[src/rtl/tcpcc_pkg.sv]
// Shared types, widths and constants for the TCP congestion and RTO controller.
// Used by tcpcc_ctrl, tcpcc_dp and tcp_congestion_and_rto_control; no dependencies.
package tcpcc_pkg;

	localparam int WIN_FRAC_BITS = 16;
	localparam int RTT_BITS      = 16;

	localparam int WIN_W    = 32;
	localparam int SS_W     = 16;
	localparam int RTO_W    = 24;
	localparam int MINRTO_W = 16;
	localparam int SEG_W    = 16;
	localparam int ACK_W    = 32;
	localparam int SAMPLE_W = 16;
	localparam int SEGS_W   = 16;
	localparam int HIST_W   = ACK_W + 1;
	localparam int DATA_W   = 32;
	localparam int ADDR_W   = 4;

	// The reciprocal 2^(2F) / cwnd has 2F+1 quotient bits, one per divider step.
	localparam int DIV_W     = 2 * WIN_FRAC_BITS + 1;
	localparam int DIV_CNT_W = $clog2(DIV_W + 1);
	localparam int INC_W     = (DIV_W > WIN_W) ? DIV_W : WIN_W;
	localparam int SUM_W     = INC_W + 1;
	localparam int RTOC_W    = (RTT_BITS + 3 > RTO_W) ? RTT_BITS + 3 : RTO_W + 1;

	localparam logic [WIN_W-1:0]    WIN_ONE = WIN_W'(64'd1 << WIN_FRAC_BITS);
	localparam logic [WIN_W-1:0]    WIN_MAX = '1;
	localparam logic [SS_W-1:0]     SS_MAX  = '1;
	localparam logic [SS_W-1:0]     SS_MIN  = SS_W'(2);
	localparam logic [RTO_W-1:0]    RTO_MAX = '1;
	localparam logic [SEGS_W-1:0]   SEGS_MAX = '1;
	localparam logic [RTT_BITS-1:0] RTT_MAX = '1;

	localparam logic [SS_W-1:0]     SSTHRESH_RST = SS_W'(64);
	localparam logic [RTO_W-1:0]    RTO_RST      = RTO_W'(3000);
	localparam logic [MINRTO_W-1:0] MIN_RTO_RST  = MINRTO_W'(10);
	localparam logic [SEG_W-1:0]    SEG_SIZE_RST = SEG_W'(1024);

	localparam logic CMD_ACK     = 1'b0;
	localparam logic CMD_TIMEOUT = 1'b1;

	typedef enum logic [1:0] {
		REG_SSTHRESH = 2'd0,
		REG_INIT_RTO = 2'd1,
		REG_MIN_RTO  = 2'd2,
		REG_SEG_SIZE = 2'd3
	} cfg_reg_t;

	typedef struct packed {
		logic                wr_ssthresh;
		logic                wr_rto;
		logic [SS_W-1:0]     ssthresh_val;
		logic [RTO_W-1:0]    rto_val;
		logic [MINRTO_W-1:0] min_rto;
		logic [SEG_W-1:0]    seg_size;
	} cfg_t;

	typedef struct packed {
		logic load;
		logic srtt;
		logic rttvar;
		logic rto;
		logic div_step;
		logic finish;
	} dp_cmd_t;

	typedef struct packed {
		logic is_timeout;
		logic need_div;
		logic div_done;
		logic out_free;
	} dp_status_t;

endpackage

[src/rtl/tcpcc_ctrl.sv]
// Sequencer for the TCP congestion and RTO controller.
// Depends on tcpcc_pkg; drives the command struct of tcpcc_dp.
module tcpcc_ctrl import tcpcc_pkg::*; (
	input  logic       clk,
	input  logic       arst_n,
	input  logic       in_valid,
	output logic       in_stall,
	input  dp_status_t status,
	output dp_cmd_t    cmd
);

	typedef enum logic [2:0] {
		S_IDLE,
		S_SRTT,
		S_VAR,
		S_RTO,
		S_DIV,
		S_FIN
	} state_t;

	state_t state_q;

	assign in_stall = (state_q != S_IDLE);

	always_comb begin
		cmd          = '0;
		cmd.load     = (state_q == S_IDLE) && in_valid;
		cmd.srtt     = (state_q == S_SRTT) && !status.is_timeout;
		cmd.rttvar   = (state_q == S_VAR);
		cmd.rto      = (state_q == S_RTO);
		cmd.div_step = (state_q == S_DIV) && !status.div_done;
		cmd.finish   = (state_q == S_FIN) && status.out_free;
	end

	always_ff @(posedge clk or negedge arst_n) begin
		if (!arst_n) begin
			state_q <= S_IDLE;
		end else begin
			case (state_q)
				S_IDLE: begin
					if (in_valid) state_q <= S_SRTT;
				end
				S_SRTT: begin
					// A timeout leaves the estimators alone and goes straight to commit.
					state_q <= status.is_timeout ? S_FIN : S_VAR;
				end
				S_VAR: state_q <= S_RTO;
				S_RTO: state_q <= status.need_div ? S_DIV : S_FIN;
				S_DIV: begin
					if (status.div_done) state_q <= S_FIN;
				end
				S_FIN: begin
					if (status.out_free) state_q <= S_IDLE;
				end
				default: state_q <= S_IDLE;
			endcase
		end
	end

endmodule

[src/rtl/tcpcc_dp.sv]
// Datapath of the TCP congestion and RTO controller: RTT estimators, window,
// threshold, acknowledgement history, bit-serial reciprocal divider and result register.
// Depends on tcpcc_pkg; sequenced by tcpcc_ctrl.
module tcpcc_dp import tcpcc_pkg::*; (
	input  logic                clk,
	input  logic                arst_n,
	input  dp_cmd_t             cmd,
	output dp_status_t          status,
	input  cfg_t                cfg,
	input  logic                in_cmd,
	input  logic [ACK_W-1:0]    in_ack,
	input  logic [SAMPLE_W-1:0] in_sample,
	output logic                out_valid,
	input  logic                out_stall,
	output logic [WIN_W-1:0]    out_window_fixed,
	output logic [SEGS_W-1:0]   out_window_segments,
	output logic [SS_W-1:0]     out_ssthresh,
	output logic [RTO_W-1:0]    out_rto,
	output logic                out_fast,
	output logic                out_resend,
	output logic [ACK_W-1:0]    out_highest_ack
);

	// Captured item
	logic                cmd_q;
	logic [ACK_W-1:0]    ack_q;
	logic [RTT_BITS-1:0] sample_q;

	// Connection state
	logic [RTT_BITS-1:0] srtt_q;
	logic [RTT_BITS-1:0] rttvar_q;
	logic [RTO_W-1:0]    rto_q;
	logic [SS_W-1:0]     ssthresh_q;
	logic [1:0]          streak_q;
	logic [WIN_W-1:0]    cwnd_q;
	logic [HIST_W-1:0]   hist_q [3];
	logic [ACK_W-1:0]    snd_una_q;

	// Divider
	logic [WIN_W-1:0]     div_rem_q;
	logic [DIV_W-1:0]     div_quo_q;
	logic [DIV_CNT_W-1:0] div_cnt_q;

	logic out_valid_q;

	// Sample saturation
	logic [RTT_BITS-1:0] sample_sat;
	assign sample_sat = (32'(in_sample) > 32'(RTT_MAX)) ? RTT_MAX : RTT_BITS'(in_sample);

	// Estimator arithmetic, one step per state
	logic [RTT_BITS+2:0] srtt_sum;
	logic [RTT_BITS-1:0] rtt_diff;
	logic [RTT_BITS+1:0] var_sum;
	logic [RTT_BITS+2:0] rto_raw;
	logic [RTOC_W-1:0]   rto_ext;
	logic [RTOC_W-1:0]   rto_bound;
	logic [RTO_W-1:0]    rto_calc;

	assign srtt_sum = ({srtt_q, 3'b000} - {3'b000, srtt_q}) + {3'b000, sample_q};
	assign rtt_diff = (srtt_q >= sample_q) ? (srtt_q - sample_q) : (sample_q - srtt_q);
	assign var_sum  = ({1'b0, rttvar_q, 1'b0} + {2'b00, rttvar_q}) + {2'b00, rtt_diff};
	assign rto_raw  = {3'b000, srtt_q} + {1'b0, rttvar_q, 2'b00};
	assign rto_ext  = RTOC_W'(rto_raw);
	assign rto_bound = (rto_ext < RTOC_W'(cfg.min_rto)) ? RTOC_W'(cfg.min_rto) : rto_ext;
	assign rto_calc = (rto_bound > RTOC_W'(RTO_MAX)) ? RTO_MAX : RTO_W'(rto_bound);

	// Fourth equal acknowledgement
	logic [HIST_W-1:0] ack_off;
	logic              fast_hit;
	assign ack_off  = {1'b0, ack_q} - HIST_W'(cfg.seg_size);
	assign fast_hit = (cmd_q == CMD_ACK) && (ack_off == hist_q[0]) &&
		(hist_q[0] == hist_q[1]) && (hist_q[1] == hist_q[2]);

	// Window arithmetic
	logic [WIN_W-1:0] whole;
	logic             ss_grow;
	logic [WIN_W-1:0] half;
	logic [SS_W-1:0]  ss_collapse;
	logic [INC_W-1:0] inc;
	logic [SUM_W-1:0] cwnd_sum;
	logic [WIN_W-1:0] cwnd_grow;

	assign whole      = cwnd_q >> WIN_FRAC_BITS;
	assign ss_grow    = (whole <= WIN_W'(ssthresh_q));
	assign half       = cwnd_q >> (WIN_FRAC_BITS + 1);
	assign ss_collapse = (half < WIN_W'(SS_MIN)) ? SS_MIN :
		(half > WIN_W'(SS_MAX)) ? SS_MAX : SS_W'(half);
	assign inc = ss_grow ? INC_W'(WIN_ONE) :
		(cwnd_q == '0) ? INC_W'(WIN_MAX) : INC_W'(div_quo_q);
	assign cwnd_sum  = SUM_W'(cwnd_q) + SUM_W'(inc);
	assign cwnd_grow = (cwnd_sum > SUM_W'(WIN_MAX)) ? WIN_MAX : WIN_W'(cwnd_sum);

	// Restoring division of 2^(2F) by cwnd, most significant dividend bit first.
	logic [WIN_W:0]   div_shift;
	logic             div_ge;
	logic [WIN_W:0]   div_sub;
	assign div_shift = {div_rem_q, (div_cnt_q == '0)};
	assign div_ge    = (div_shift >= {1'b0, cwnd_q});
	assign div_sub   = div_shift - {1'b0, cwnd_q};

	// Timeout arithmetic
	logic [RTO_W:0]   rto_dbl;
	logic [RTO_W-1:0] rto_dbl_sat;
	assign rto_dbl     = {rto_q, 1'b0};
	assign rto_dbl_sat = rto_dbl[RTO_W] ? RTO_MAX : rto_dbl[RTO_W-1:0];

	// Committed values
	logic [WIN_W-1:0] cwnd_nxt;
	logic [SS_W-1:0]  ss_nxt;
	logic [RTO_W-1:0] rto_nxt;
	logic [ACK_W-1:0] base_nxt;
	logic [WIN_W-1:0] segs_wide;

	always_comb begin
		cwnd_nxt = cwnd_q;
		ss_nxt   = ssthresh_q;
		rto_nxt  = rto_q;
		base_nxt = snd_una_q;
		if (cmd_q == CMD_TIMEOUT) begin
			if (streak_q >= 2'd2) rto_nxt = rto_dbl_sat;
			ss_nxt   = ss_collapse;
			cwnd_nxt = WIN_ONE;
		end else begin
			if (fast_hit) begin
				ss_nxt   = ss_collapse;
				cwnd_nxt = WIN_ONE;
			end else begin
				cwnd_nxt = cwnd_grow;
			end
			if (ack_q > snd_una_q) base_nxt = ack_q;
		end
	end

	assign segs_wide = cwnd_nxt >> WIN_FRAC_BITS;

	always_comb begin
		status            = '0;
		status.is_timeout = (cmd_q == CMD_TIMEOUT);
		status.need_div   = !fast_hit && !ss_grow;
		status.div_done   = (div_cnt_q == DIV_CNT_W'(DIV_W));
		status.out_free   = !out_valid_q || !out_stall;
	end

	always_ff @(posedge clk or negedge arst_n) begin
		if (!arst_n) begin
			srtt_q      <= '0;
			rttvar_q    <= '0;
			rto_q       <= RTO_RST;
			ssthresh_q  <= SSTHRESH_RST;
			streak_q    <= '0;
			cwnd_q      <= WIN_ONE;
			hist_q[0]   <= HIST_W'(0);
			hist_q[1]   <= HIST_W'(1);
			hist_q[2]   <= HIST_W'(2);
			snd_una_q   <= '0;
			div_cnt_q   <= '0;
			out_valid_q <= 1'b0;
		end else begin
			if (cfg.wr_ssthresh) ssthresh_q <= cfg.ssthresh_val;
			if (cfg.wr_rto) rto_q <= cfg.rto_val;
			if (cmd.load) div_cnt_q <= '0;
			if (cmd.div_step) div_cnt_q <= div_cnt_q + 1'b1;
			if (cmd.srtt) srtt_q <= srtt_sum[RTT_BITS+2:3];
			if (cmd.rttvar) rttvar_q <= var_sum[RTT_BITS+1:2];
			if (cmd.rto) rto_q <= rto_calc;
			if (cmd.finish) begin
				cwnd_q      <= cwnd_nxt;
				ssthresh_q  <= ss_nxt;
				rto_q       <= rto_nxt;
				snd_una_q   <= base_nxt;
				if (cmd_q == CMD_TIMEOUT) begin
					if (streak_q != 2'd3) streak_q <= streak_q + 1'b1;
				end else begin
					streak_q <= '0;
					if (!fast_hit) begin
						hist_q[2] <= hist_q[1];
						hist_q[1] <= hist_q[0];
						hist_q[0] <= ack_off;
					end
				end
				out_valid_q <= 1'b1;
			end else if (!out_stall) begin
				out_valid_q <= 1'b0;
			end
		end
	end

	always_ff @(posedge clk) begin
		if (cmd.load) begin
			cmd_q     <= in_cmd;
			ack_q     <= in_ack;
			sample_q  <= sample_sat;
			div_rem_q <= '0;
			div_quo_q <= '0;
		end
		if (cmd.div_step) begin
			div_rem_q <= div_ge ? div_sub[WIN_W-1:0] : div_shift[WIN_W-1:0];
			div_quo_q <= {div_quo_q[DIV_W-2:0], div_ge};
		end
		if (cmd.finish) begin
			out_window_fixed    <= cwnd_nxt;
			out_window_segments <= (segs_wide > WIN_W'(SEGS_MAX)) ? SEGS_MAX
				: SEGS_W'(segs_wide);
			out_ssthresh        <= ss_nxt;
			out_rto             <= rto_nxt;
			out_fast            <= fast_hit;
			out_resend          <= (cmd_q == CMD_TIMEOUT);
			out_highest_ack     <= base_nxt;
		end
	end

	assign out_valid = out_valid_q;

endmodule

[src/rtl/tcp_congestion_and_rto_control.sv]
// TCP Reno congestion window and Jacobson RTO controller, top level with register port.
// From transfer in to result valid, a timeout passes the SRTT and commit states; an ack in slow
// start or fast retransmit passes SRTT, VAR, RTO and commit, and one in congestion avoidance
// also the one-bit-per-cycle reciprocal divider. One item at a time: in_stall until commit.
// Reset (arst_n low) loads the register defaults, cwnd 1.0 and empty estimators at once.
module tcp_congestion_and_rto_control import tcpcc_pkg::*; (
	input  logic                clk,
	input  logic                arst_n,
	input  logic                psel,
	input  logic                penable,
	input  logic                pwrite,
	input  logic [ADDR_W-1:0]   paddr,
	input  logic [DATA_W-1:0]   pwdata,
	output logic [DATA_W-1:0]   prdata,
	output logic                pready,
	input  logic                in_valid,
	output logic                in_stall,
	input  logic                cmd,
	input  logic [ACK_W-1:0]    ack_number,
	input  logic [SAMPLE_W-1:0] rtt_sample,
	output logic                out_valid,
	input  logic                out_stall,
	output logic [WIN_W-1:0]    window_fixed,
	output logic [SEGS_W-1:0]   window_segments,
	output logic [SS_W-1:0]     slow_start_threshold,
	output logic [RTO_W-1:0]    retransmit_timeout,
	output logic                fast_retransmit,
	output logic                resend_oldest,
	output logic [ACK_W-1:0]    highest_ack
);

	logic [SS_W-1:0]     init_ssthresh_q;
	logic [RTO_W-1:0]    init_rto_q;
	logic [MINRTO_W-1:0] min_rto_q;
	logic [SEG_W-1:0]    seg_size_q;

	logic       wr_en;
	cfg_reg_t   reg_sel;
	cfg_t       cfg;
	dp_cmd_t    dp_cmd;
	dp_status_t dp_status;

	assign pready  = 1'b1;
	assign wr_en   = psel && penable && pwrite;
	assign reg_sel = cfg_reg_t'(paddr[3:2]);

	always_ff @(posedge clk or negedge arst_n) begin
		if (!arst_n) begin
			init_ssthresh_q <= SSTHRESH_RST;
			init_rto_q      <= RTO_RST;
			min_rto_q       <= MIN_RTO_RST;
			seg_size_q      <= SEG_SIZE_RST;
		end else if (wr_en) begin
			case (reg_sel)
				REG_SSTHRESH: init_ssthresh_q <= pwdata[SS_W-1:0];
				REG_INIT_RTO: init_rto_q      <= pwdata[RTO_W-1:0];
				REG_MIN_RTO:  min_rto_q       <= pwdata[MINRTO_W-1:0];
				REG_SEG_SIZE: seg_size_q      <= pwdata[SEG_W-1:0];
				default: ;
			endcase
		end
	end

	always_comb begin
		case (reg_sel)
			REG_SSTHRESH: prdata = DATA_W'(init_ssthresh_q);
			REG_INIT_RTO: prdata = DATA_W'(init_rto_q);
			REG_MIN_RTO:  prdata = DATA_W'(min_rto_q);
			REG_SEG_SIZE: prdata = DATA_W'(seg_size_q);
			default:      prdata = '0;
		endcase
	end

	// A write to either initial value also reloads the live threshold or timeout.
	always_comb begin
		cfg              = '0;
		cfg.wr_ssthresh  = wr_en && (reg_sel == REG_SSTHRESH);
		cfg.wr_rto       = wr_en && (reg_sel == REG_INIT_RTO);
		cfg.ssthresh_val = pwdata[SS_W-1:0];
		cfg.rto_val      = pwdata[RTO_W-1:0];
		cfg.min_rto      = min_rto_q;
		cfg.seg_size     = seg_size_q;
	end

	tcpcc_ctrl u_ctrl (
		.clk      (clk),
		.arst_n   (arst_n),
		.in_valid (in_valid),
		.in_stall (in_stall),
		.status   (dp_status),
		.cmd      (dp_cmd)
	);

	tcpcc_dp u_dp (
		.clk                 (clk),
		.arst_n              (arst_n),
		.cmd                 (dp_cmd),
		.status              (dp_status),
		.cfg                 (cfg),
		.in_cmd              (cmd),
		.in_ack              (ack_number),
		.in_sample           (rtt_sample),
		.out_valid           (out_valid),
		.out_stall           (out_stall),
		.out_window_fixed    (window_fixed),
		.out_window_segments (window_segments),
		.out_ssthresh        (slow_start_threshold),
		.out_rto             (retransmit_timeout),
		.out_fast            (fast_retransmit),
		.out_resend          (resend_oldest),
		.out_highest_ack     (highest_ack)
	);

	// The block works on one item at a time.
	a_one_at_a_time: assert property (@(posedge clk) disable iff (!arst_n)
		(in_valid && !in_stall) |=> in_stall)
		else $error("input taken while an item was in progress");

	// The window never falls below one segment.
	a_window_nonzero: assert property (@(posedge clk) disable iff (!arst_n)
		out_valid |-> (window_segments != '0))
		else $error("window below one segment");

	// Fast retransmit and timeout resend are mutually exclusive.
	a_flags_exclusive: assert property (@(posedge clk) disable iff (!arst_n)
		out_valid |-> !(fast_retransmit && resend_oldest))
		else $error("fast retransmit and resend flagged together");

	// A timeout result always carries a window of exactly one segment.
	a_timeout_window: assert property (@(posedge clk) disable iff (!arst_n)
		(out_valid && resend_oldest) |-> (window_fixed == WIN_ONE))
		else $error("timeout left the window above one segment");

endmodule

[config.mk]
export PLATFORM = sky130hd
export DESIGN_NAME = tcp_congestion_and_rto_control
export DESIGN_NICKNAME = d
export VERILOG_FILES = /design/src/rtl/tcpcc_pkg.sv /design/src/rtl/tcpcc_ctrl.sv /design/src/rtl/tcpcc_dp.sv /design/src/rtl/tcp_congestion_and_rto_control.sv
export SDC_FILE = /design/constraint.sdc
export NUM_CORES = 1
export LEC_CHECK = 0
export BUFFER_PORTS_ARGS = -buffer_cell sky130_fd_sc_hd__buf_2
export CORE_MARGIN = 2
export CORE_UTILIZATION = 61
export DETAILED_ROUTE_END_ITERATION = 10
export GPL_ROUTABILITY_DRIVEN = 0
export PLACE_DENSITY = 0.8
export SYNTH_ARGS = -nofsm -noshare
export SYNTH_HDL_FRONTEND = slang
export SYNTH_HIERARCHICAL = 1
export SYNTH_SLANG_ARGS = --single-unit
[constraint.sdc]
create_clock -name clk -period 15 [get_ports clk]
set_input_delay 2.25 -clock clk [delete_from_list [all_inputs] [get_ports clk]]
set_output_delay 2.25 -clock clk [all_outputs]
set_load 0.02 [all_outputs]
* After elaboration in Yosys (flattened, before gate mapping)
Index checks and enable logic that the tools add are counted.
Operators by class: order comparisons 11, multiplexer cells 40, bitwise logic cells 2, add/sub/neg operators 12, reduce and logical (&&, ||, !) cells 34, eq/ne operators 18
Operator list (number):
- $mux W32 | 8
- $mux W24 | 7
- $mux W33 | 4
- $pmux W32 S4 | 1
- $mux W16 | 7
- $eq A33 B33 Y1 | 3
- $add A32 B33 Y34 | 1
- $gt A34 B32 Y1 const B | 1
- $ge A33 B32 Y1 | 1
- $sub A32 B16 Y33 | 1
- $gt A32 B32 Y1 | 1
- $logic_not A32 Y1 | 1
- $sub A16 B16 Y16 | 2
- $sub A32 B32 Y32 | 1
- $gt A25 B24 Y1 const B | 1
- $add A16 B18 Y19 | 1
- $add A19 B16 Y19 | 1
- $lt A19 B16 Y1 | 1
- $mux W19 | 1
- $sub A19 B16 Y19 | 1
- $add A17 B16 Y18 | 1
- $add A18 B16 Y18 | 1
- $pmux W3 S6 | 1
- $ge A16 B16 Y1 | 1
- other kinds (30) | 68
Storage, ports and cells: logic and storage cells 146, bits in registers 555, input bits 92, output and inout bits 157

* Longest topological paths before layout
Gate-level depths: netlist (run 1).
depth after elaboration 9, gate-level depth with buffers 27, depth with buffers taken out 25

* Cells and area by module
Netlist (run 1), hierarchy kept.
Modules (own cells, without submodules):
- tcpcc_dp | area an instance 31863.1 um^2, times used 1, seq. area each 12726.0 um^2, cells an instance 3213
- tcp_congestion_and_rto_control | area an instance 3255.6 um^2, times used 1, seq. area each 1815.5 um^2, cells an instance 196
- tcpcc_ctrl | area an instance 215.2 um^2, times used 1, seq. area each 75.1 um^2, cells an instance 27

* Worst setup path after synthesis (run 1)
No wires, ideal clock.
path type input-to-reg, start point input out_stall, end point register u_dp.snd_una_q[21], cell stages on the path 7, arrival 13.564 ns, required time 14.875 ns, library setup time 0.125 ns, path slack 1.311 ns, buffers on the path 1, path through nand2_1 nand2_1 nor3_1 clkinv_1 a211oi_1 clkbuf_1 mux2_2
RTL lines:
- start: declaration | line tcp_congestion_and_rto_control.sv:22 | input logic out_stall,
- end signal: assignment | line tcpcc_dp.sv:170 | snd_una_q <= base_nxt;
- end: declaration | line tcpcc_dp.sv:37 | logic [ACK_W-1:0] snd_una_q;

* Final worst setup path (run 1)
start point register u_dp.ack_q[13], end point register u_dp/hist_q[16] (netlist name)
On the way: word-level cells in the longest chain between the ends 7
Ends and longest elaborated chain:
- start: declaration | line tcpcc_dp.sv:26 | logic [ACK_W-1:0] ack_q;
- start signal: assignment | line tcpcc_dp.sv:191 | ack_q <= in_ack;
- $sub A32 B16 Y33 | line tcpcc_dp.sv:70 | assign ack_off = {1'b0, ack_q} - HIST_W'(cfg.seg_size);
- $eq A33 B33 Y1 | line tcpcc_dp.sv:71 | assign fast_hit = (cmd_q == CMD_ACK) && (ack_off == hist_q[0]) &&
- $logic_and A1 B1 Y1 (2 in a row) | line tcpcc_dp.sv:71
- $logic_and A1 B1 Y1 | line tcpcc_dp.sv:72 | (hist_q[0] == hist_q[1]) && (hist_q[1] == hist_q[2]);
- $not A1 Y1 (no line)
- $reduce_and A3 Y1 (no line)
- end: declaration | line tcpcc_dp.sv:36 | logic [HIST_W-1:0] hist_q [3];
Every way passes these cells. A chain may end at the register's enable or synchronous reset.

==> reports/qor.yml, run 1 <==
outcome: "finished, violations left"
violations: "design-rule violations"
grt_overflow_total: 0
postCtsSetupRepairBufs: 0
critPathCaptureType: "flop"
utilization_pct: 67.7
avgViaCountPerCell: 6.24
layout.nets: 3946
combPwrFrac_pct: 58.8
setup_tns_ns: 0
grt_util_all_layers_pct: 30.8
portBuffers: 229
drt_wl_total_um: 93400
ys_warn_count: 6
clk_latency_ns: 0.64
worstPathRequired_ns: 15.50
leakage_nw: 16.9
finalSetupViolCount: 0
hold_viol: 0
ios: 249
cts_root_buffer: "clkbuf_16"
power.density_nw_per_um2: 270
max_slew.worst_pin.slew_ns: 1.17
path_clk_slew_ns: 0.06
grt_setup_unrepaired: "false"
fin_ws_ns: 8.00
holdCritPathClass: "flop to flop"
die-area_um2: 59900
finClkSkew_ns: 0.0324
p_int_mw: 5.69
antenna_found_initial: 6
dpl_worst_slack_ns: 8.22
worstPathArrival_ns: 7.50
synth_async_sr_flop_share_pct: 59.2
die_w_um: 245
std_cell_rows: 88
grt_pass1_wl_um: 146000
ant_nets: 0
hpwl_um: 67300
synth_top_area_share_pct: 21.0
finalPower_mw: 10.5
synth_area_leader_cell: "dfrtp_1"
area_growth_pct: 10.1
synth_top_family_by_area: "compound AO/OA/AOI/OAI gates"
max_freq_ghz: 0.143
grt_max_degree: 159
design_area_um2: 38900
postCtsResizedCells: 0
netlist_instances: 3436
avgSynthCellArea_um2: 10.3
max_slew_margin_pct: 21.6
start_util_pct: 61.5
synth_ff_type: "dfrtp_1"
drc: 1
htree_levels: 2
critPathMaxFanout: 69
synth-adder-area-share_pct: 10.0
wl_per_cell_um: 21.2
coreArea_um2: 57500
timing.final.crit_period_ns: 7.00
postCtsHoldBufs: 0
num_vias: 27503
drv_slew: 0
synth-edff-count: 220
clockBufferDepth: 3
timing_worst_setup_path_type: "flop to flop"
ir_worst_vdd_v: 0.000179
cts_tree: "yes"
synthTopCellsByArea: "dfrtp_1 (21%), edfxtp_1 (19%), ha_1 (8.0%)"
cts.sinks: 539
synth.yosys.seq_area_share_pct: 41.4
synth_compound_area_share_pct: 14.0
synth_area_um2: 35300
synth.mux.area_fraction_pct: 11.5
start_kind: "flop"
grt_pass1_vias: 26707
dr.first_iter.drc_count: 2906
ys_ff_latch: 539
swShare_pct: 45.8
p_switching_mw: 4.82
fp.dieH_um: 245
post-route-period-util_pct: 46.6
placed_area_um2: 36900
drt-pass1-iter-count: 11
synth-simple-area-share_pct: 13.2
drive_above_1_share_pct: 16.9
ys_types: 103
power_frac_seq_pct: 27.3
clkPwrFrac_pct: 13.9
synthXorXnorAreaFrac_pct: 4.32
drv_cap: 0
numCtsBuffers: 57
[synth_stat cells (all sizes together) (13+ instances only)]
cell and count:
a31oi 28, a21oi 152, nor4 32, nor3 63, mux4 16, o22ai 44, mux2 226, o221ai 22
o2111ai 15, edfxtp 220, fa 36, o21ai 155, nand3b 13, nand2 184, o21a 60, dfrtp 297
and2 52, ha 226, a21o 64, or3 29, buf 66, dfstp 22, clkbuf 103, mux2i 116
xor2 68, a211oi 28, xnor2 96, nand3 57, inv 287, nand2b 48, or4 17, nor2b 47
and3 20, a311oi 14, nor2 254, nand4 45, or2 14
[per-stage QoR]
| step | instances | hold WS, ns |
|---|---|---|
| finish | 4411 | 0.500 |
| detailed placement | 4298 | 0.489 |
| floorplan | 3443 | 0.449 |
| global route | 4411 | 0.514 |
| CTS | 4406 | 0.502 |
| global placement | 4298 | 0.482 |
[power groups by stage]
stage               Combinational (mW)  Clock [mW]  Sequential (mW)
finish                            6.18        1.47             2.87
global route                      6.82        1.55             2.94
CTS                               6.10        1.48             2.85
detailed placement                6.04           0             2.86
global placement                  5.87           0             2.84
floorplan                         4.60           0             2.80
[cells in the final DEF (no fill, tap or decap), drive strengths merged, types with 60 or more instances in the layout]
cell and n:
xor2 68, a21oi 152, buf 259, o21a 60, dfrtp 297, ha 226
mux2i 116, o21ai 155, nand2 184, a21o 64, xnor2 96, inv 289
mux2 226, clkbuf 72, nor3 63, edfxtp 220, nor2 254
[area by class of cell]
cell class	instances	area, um2
Multi-Input combinational cell	2447	18900
Fill cell	4304	18600
Sequential cell	539	14600
Clock buffer	72	1570
Timing Repair Buffer	259	1390
Inverter	288	1080
Tap cell	765	957
Clock inverter	36	388
Antenna cell	5	12.5
[worst max-delay path, cell delays in order (launching register included)]
cell	delay (ns)
edfxtp_1	0.49
ha_1	0.67
and4_1	0.37
nand2_1	0.13
nor3_1	0.52
o21ai_0	0.30
and4_1	0.31
a2111oi_0	0.80
nand4_1	0.39
or4_4	0.65
o21ai_4	0.90
buf_4	0.90
mux2_1	0.40
[state kept, by name (all words and copies together) (netlist names), 30 cells and up]
| signal | cells |
|---|---|
| u_dp/ack_q | 32 |
| u_dp/cwnd_q | 32 |
| u_dp/div_quo_q | 33 |
| u_dp/div_rem_q | 32 |
| u_dp/hist_q | 99 |
| u_dp/out_highest_ack | 32 |
| u_dp/out_window_fixed | 30 |
| u_dp/snd_una_q | 32 |
[routing by layer]
metal / part of all wire (%) / vias to the layer above / global-route usage, %
met1: 41 / 13369 / 40.6
met5: 0 / - / 0
met4: 5.3 / 0 / 15.5
met2: 47 / 1127 / 50.1
li1: - / 12743 / -
met3: 6.4 / 264 / 4.42
[worst paths after layout]
kind / depth (start not counted) / to / slack (ns) / from
hold reg to reg: 1 / init_rto_q[20] / 0.50 / init_rto_q[20]
max in group asynchronous: 3 / u_dp/cwnd_q[4] / 11.15 / arst_n
min in group asynchronous: 1 / u_dp/snd_una_q[3] / 1.60 / arst_n
setup reg to reg: 12 / u_dp/hist_q[16] / 8.00 / u_dp/ack_q[13]
setup / recovery: 12 / u_dp/hist_q[16] / 8.00 / u_dp/ack_q[13]
hold / removal: 1 / init_rto_q[20] / 0.50 / init_rto_q[20]
[kinds of logic after synthesis]
logic type,Yosys count
AND/OR/NAND/NOR,915
AO/OA/AOI/OAI,735
flip-flops,539
buffers and inverters,457
multiplexers,358
adder cells (fa/ha/maj),262
XOR/XNOR,168
other,2
(Power assumes the default switching activity.)
==> inputs of run 2 (changes only) <==
--- a/config.mk
+++ b/config.mk
@@ -5,6 +5,7 @@
 export SDC_FILE = /design/constraint.sdc
 export NUM_CORES = 1
 export LEC_CHECK = 0
+export ABC_AREA = 1
 export BUFFER_PORTS_ARGS = -buffer_cell sky130_fd_sc_hd__buf_2
 export CORE_MARGIN = 2
 export CORE_UTILIZATION = 61
==> constraint.sdc (replaced) <==
create_clock -name clk -period 7.25 [get_ports clk]
set_input_delay 1.0875 -clock clk [delete_from_list [all_inputs] [get_ports clk]]
set_output_delay 1.0875 -clock clk [all_outputs]
set_load 0.02 [all_outputs]
==> run 2 against run 1 <==
  * The flow now finishes without violations
  * Worst setup slack got worse by 6.8 ns
  * Combinational power increased by 110%
  * Area after synthesis increased by 1.7%
  * Sequential cell count unchanged
  * Utilization increased by 0.47 points
  * Clock skew decreased by 0.0028 ns
  * Global-route usage increased by 1.9 points
  * Via count increased by 17%
  * Register-to-register slack got worse by 6.8 ns
  * Largest cell class unchanged
  * Highest routed layer unchanged
==> reports/qor.yml, run 2 <==
outcome: "finished clean"
drive_above_1_share_pct: 9.50
antenna_found_initial: 2
min-delay-start: "init_rto_q[5]"
synth_area_leader_cell: "dfrtp_1"
yosys-top-cells-count: "nand2_1 (1240), inv_1 (672), nor2_1 (315), dfrtp_1 (297), nand3_1 (276)"
finalSetupViolCount: 0
whs_path_depth: 2
ys_ff_latch: 539
p_int_mw: 11.0
wl_per_cell_um: 17.8
max_stage_delay_ns: 0.57
portBuffers: 229
start_kind: "flop"
largest_register_ffs: 99
timing.final.crit_period_ns: 6.01
num_vias: 32072
layout.cells.non_filler: 5597
top_register: "u_dp/hist_q"
clkPwrFrac_pct: 14.8
postCtsHoldBufs: 0
fp.dieH_um: 247
swShare_pct: 49.1
drc: 0
layout.nets: 5135
clockBufferDepth: 3
std_cell_rows: 88
drt_wl_total_um: 99700
cts.sinks: 539
grt_max_degree: 146
ir_worst_vdd_v: 0.000313
mostFrequentLayoutCell: "nand2_1"
r2r_slack_ns: 1.24
ios: 249
synth_top_area_share_pct: 20.7
reg_top3: "u_dp/hist_q: 99 flops, u_dp/div_quo_q: 33 flops"
dp.cells: 5486
grt_setup_unrepaired: "false"
grt_overflow_total: 0
worstPathArrival_ns: 6.53
grt_util_all_layers_pct: 32.7
synth-edff-count: 220
postCtsResizedCells: 0
layout_common_cells: "nand2_1 (1239), inv_1 (670), nor2_1 (312)"
leakage_nw: 19.5
worstPathRequired_ns: 7.77
drt-pass1-iter-count: 7
avgViaCountPerCell: 5.73
numCtsBuffers: 58
timing_worst_setup_path_type: "flop to flop"
die-area_um2: 60800
crit_family: "compound AO/OA/AOI/OAI gates"
finClkSkew_ns: 0.0296
clk_latency_ns: 0.65
hold_viol: 0
netlist_instances: 4618
htree_levels: 2
cts_tree: "yes"
critPathCaptureType: "flop"
cpMostUsedCell: "nand2_1"
area_growth_pct: 9.90
post-route-period-util_pct: 82.9
power_frac_seq_pct: 25.4
grt_pass1_vias: 30295
start_util_pct: 62.0
drv_cap: 0
critPathMaxFanout: 21
r2r_end: "u_dp/rttvar_q[12]"
holdCritPathClass: "flop to flop"
ys_types: 66
postCtsSetupRepairBufs: 0
crit_slowest_cell: "o21ai_0"
drv_slew: 0
power.density_nw_per_um2: 550
synth_async_sr_flop_share_pct: 59.2
path_clk_slew_ns: 0.06
p_switching_mw: 10.7
synth.yosys.seq_area_share_pct: 40.7
coreArea_um2: 57900
setup_tns_ns: 0
combPwrFrac_pct: 59.8
yosysMostFrequentCell: "nand2_1"
dr.first_iter.drc_count: 3236
cts_root_buffer: "clkbuf_16"
crit_buf_inv: 3
grt_pass1_wl_um: 158000
synth_area_um2: 35900
max_freq_ghz: 0.166
hpwl_um: 74300
max_slew_margin_pct: 28.7
holdPathEnd: "init_rto_q[5]"
synth_ff_type: "dfrtp_1"
timing.rr.start: "u_dp/srtt_q[0]"
ant_nets: 0
die_w_um: 247
ys_warn_count: 6
max_slew.worst_pin.slew_ns: 1.07
avgSynthCellArea_um2: 7.78
worstRegToRegCells: 25
synthTopCellsByArea: "dfrtp_1 (21%), edfxtp_1 (18%), nand2_1 (13%)"
## run 2: cell count changes after synthesis, moves of 114 or more
cell	change
mux2_2	-167
o21ai_0	+122
nand2_1	+1056
inv_1	+386
mux2i_1	-114
nand3_1	+220
## run 2: final cells by class
class	instances	area, um2
diodes	1	2.50
flip-flops and latches	539	14600
clock inverters	32	428
fillers	4747	18400
multi-input cells	3235	17800
well taps	765	957
clock buffers	78	1650
repair buffers	254	1370
inverters	693	2610
## run 2: cells by family after synthesis
family	synth area share (%)
xor gates and xnor gates	3.39
muxes	0.0557
adders and majority gates	9.88
buffers and inverters	9.82
DFF	40.7
and+or+nand+nor	24.1
AOI/OAI and AO/OA	12.1
other	0.0209
## run 2: metal layers
metal	global-route usage, %	wire [um]
met1	43.6	41000
met2	52.5	45100
met3	5.25	8360
met4	15.6	5170
met5	0	0
## run 2: metrics by stage
step | cell area [um2] | util [%] | total power [mW] | setup WS, ns | hold slack [ns]
detailed placement | 37400 | 64.6 | 18.2 | 1.41 | 0.454
global placement | 37400 | 64.6 | 17.8 | 1.56 | 0.450
floorplan | 35900 | - | 15.1 | 0.213 | 0.441
global route | 39500 | 68.2 | 23.6 | 0.689 | 0.486
CTS | 39500 | 68.2 | 21.5 | 1.31 | 0.464
finish | 39500 | 68.2 | 21.7 | 1.24 | 0.464
## run 2: worst max-delay path by stage
stage	startpoint	slack (ns)	cells after the start	to
6_report	u_dp/srtt_q[0]	1.24	25	u_dp/rttvar_q[12]
5_1_grt	u_dp/srtt_q[0]	0.69	25	u_dp/rttvar_q[12]
4_1_cts	u_dp/srtt_q[0]	1.31	25	u_dp/rttvar_q[12]
3_5_place_dp	u_dp/srtt_q[0]	1.41	25	u_dp/rttvar_q[12]
3_3_place_gp	u_dp/srtt_q[0]	1.56	25	u_dp/rttvar_q[12]
2_1_floorplan	out_stall	0.21	9	u_dp/rto_q[16]
## run 2: worst reg2reg max path: stages, from the launching register on
cell and delay (ns):
dfrtp_1 0.43, inv_1 0.21, ha_1 0.19, inv_1 0.07, fa_1 0.41, a21oi_1 0.22
o21ai_0 0.13, nand2_1 0.08, nand3_1 0.53, o21ai_0 0.57, xnor2_1 0.13, fa_1 0.51
inv_1 0.06, ha_1 0.37, nand2_1 0.09, o21ai_0 0.23, nand2_1 0.11, nand2_1 0.08
a21oi_1 0.08, o21ai_0 0.41, a21boi_0 0.23, o21ai_0 0.39, a21o_1 0.18, nand2_1 0.05
nand3_1 0.07, nand2_1 0.05
## run 2: power by group through the flow
stage	clock network (mW)	registers [mW]	logic (mW)
4_1_cts	3.24	5.48	12.8
2_1_floorplan	0	5.44	9.62
6_report	3.21	5.51	13.0
5_1_grt	3.36	5.62	14.6
3_3_place_gp	0	5.48	12.3
3_5_place_dp	0	5.51	12.7
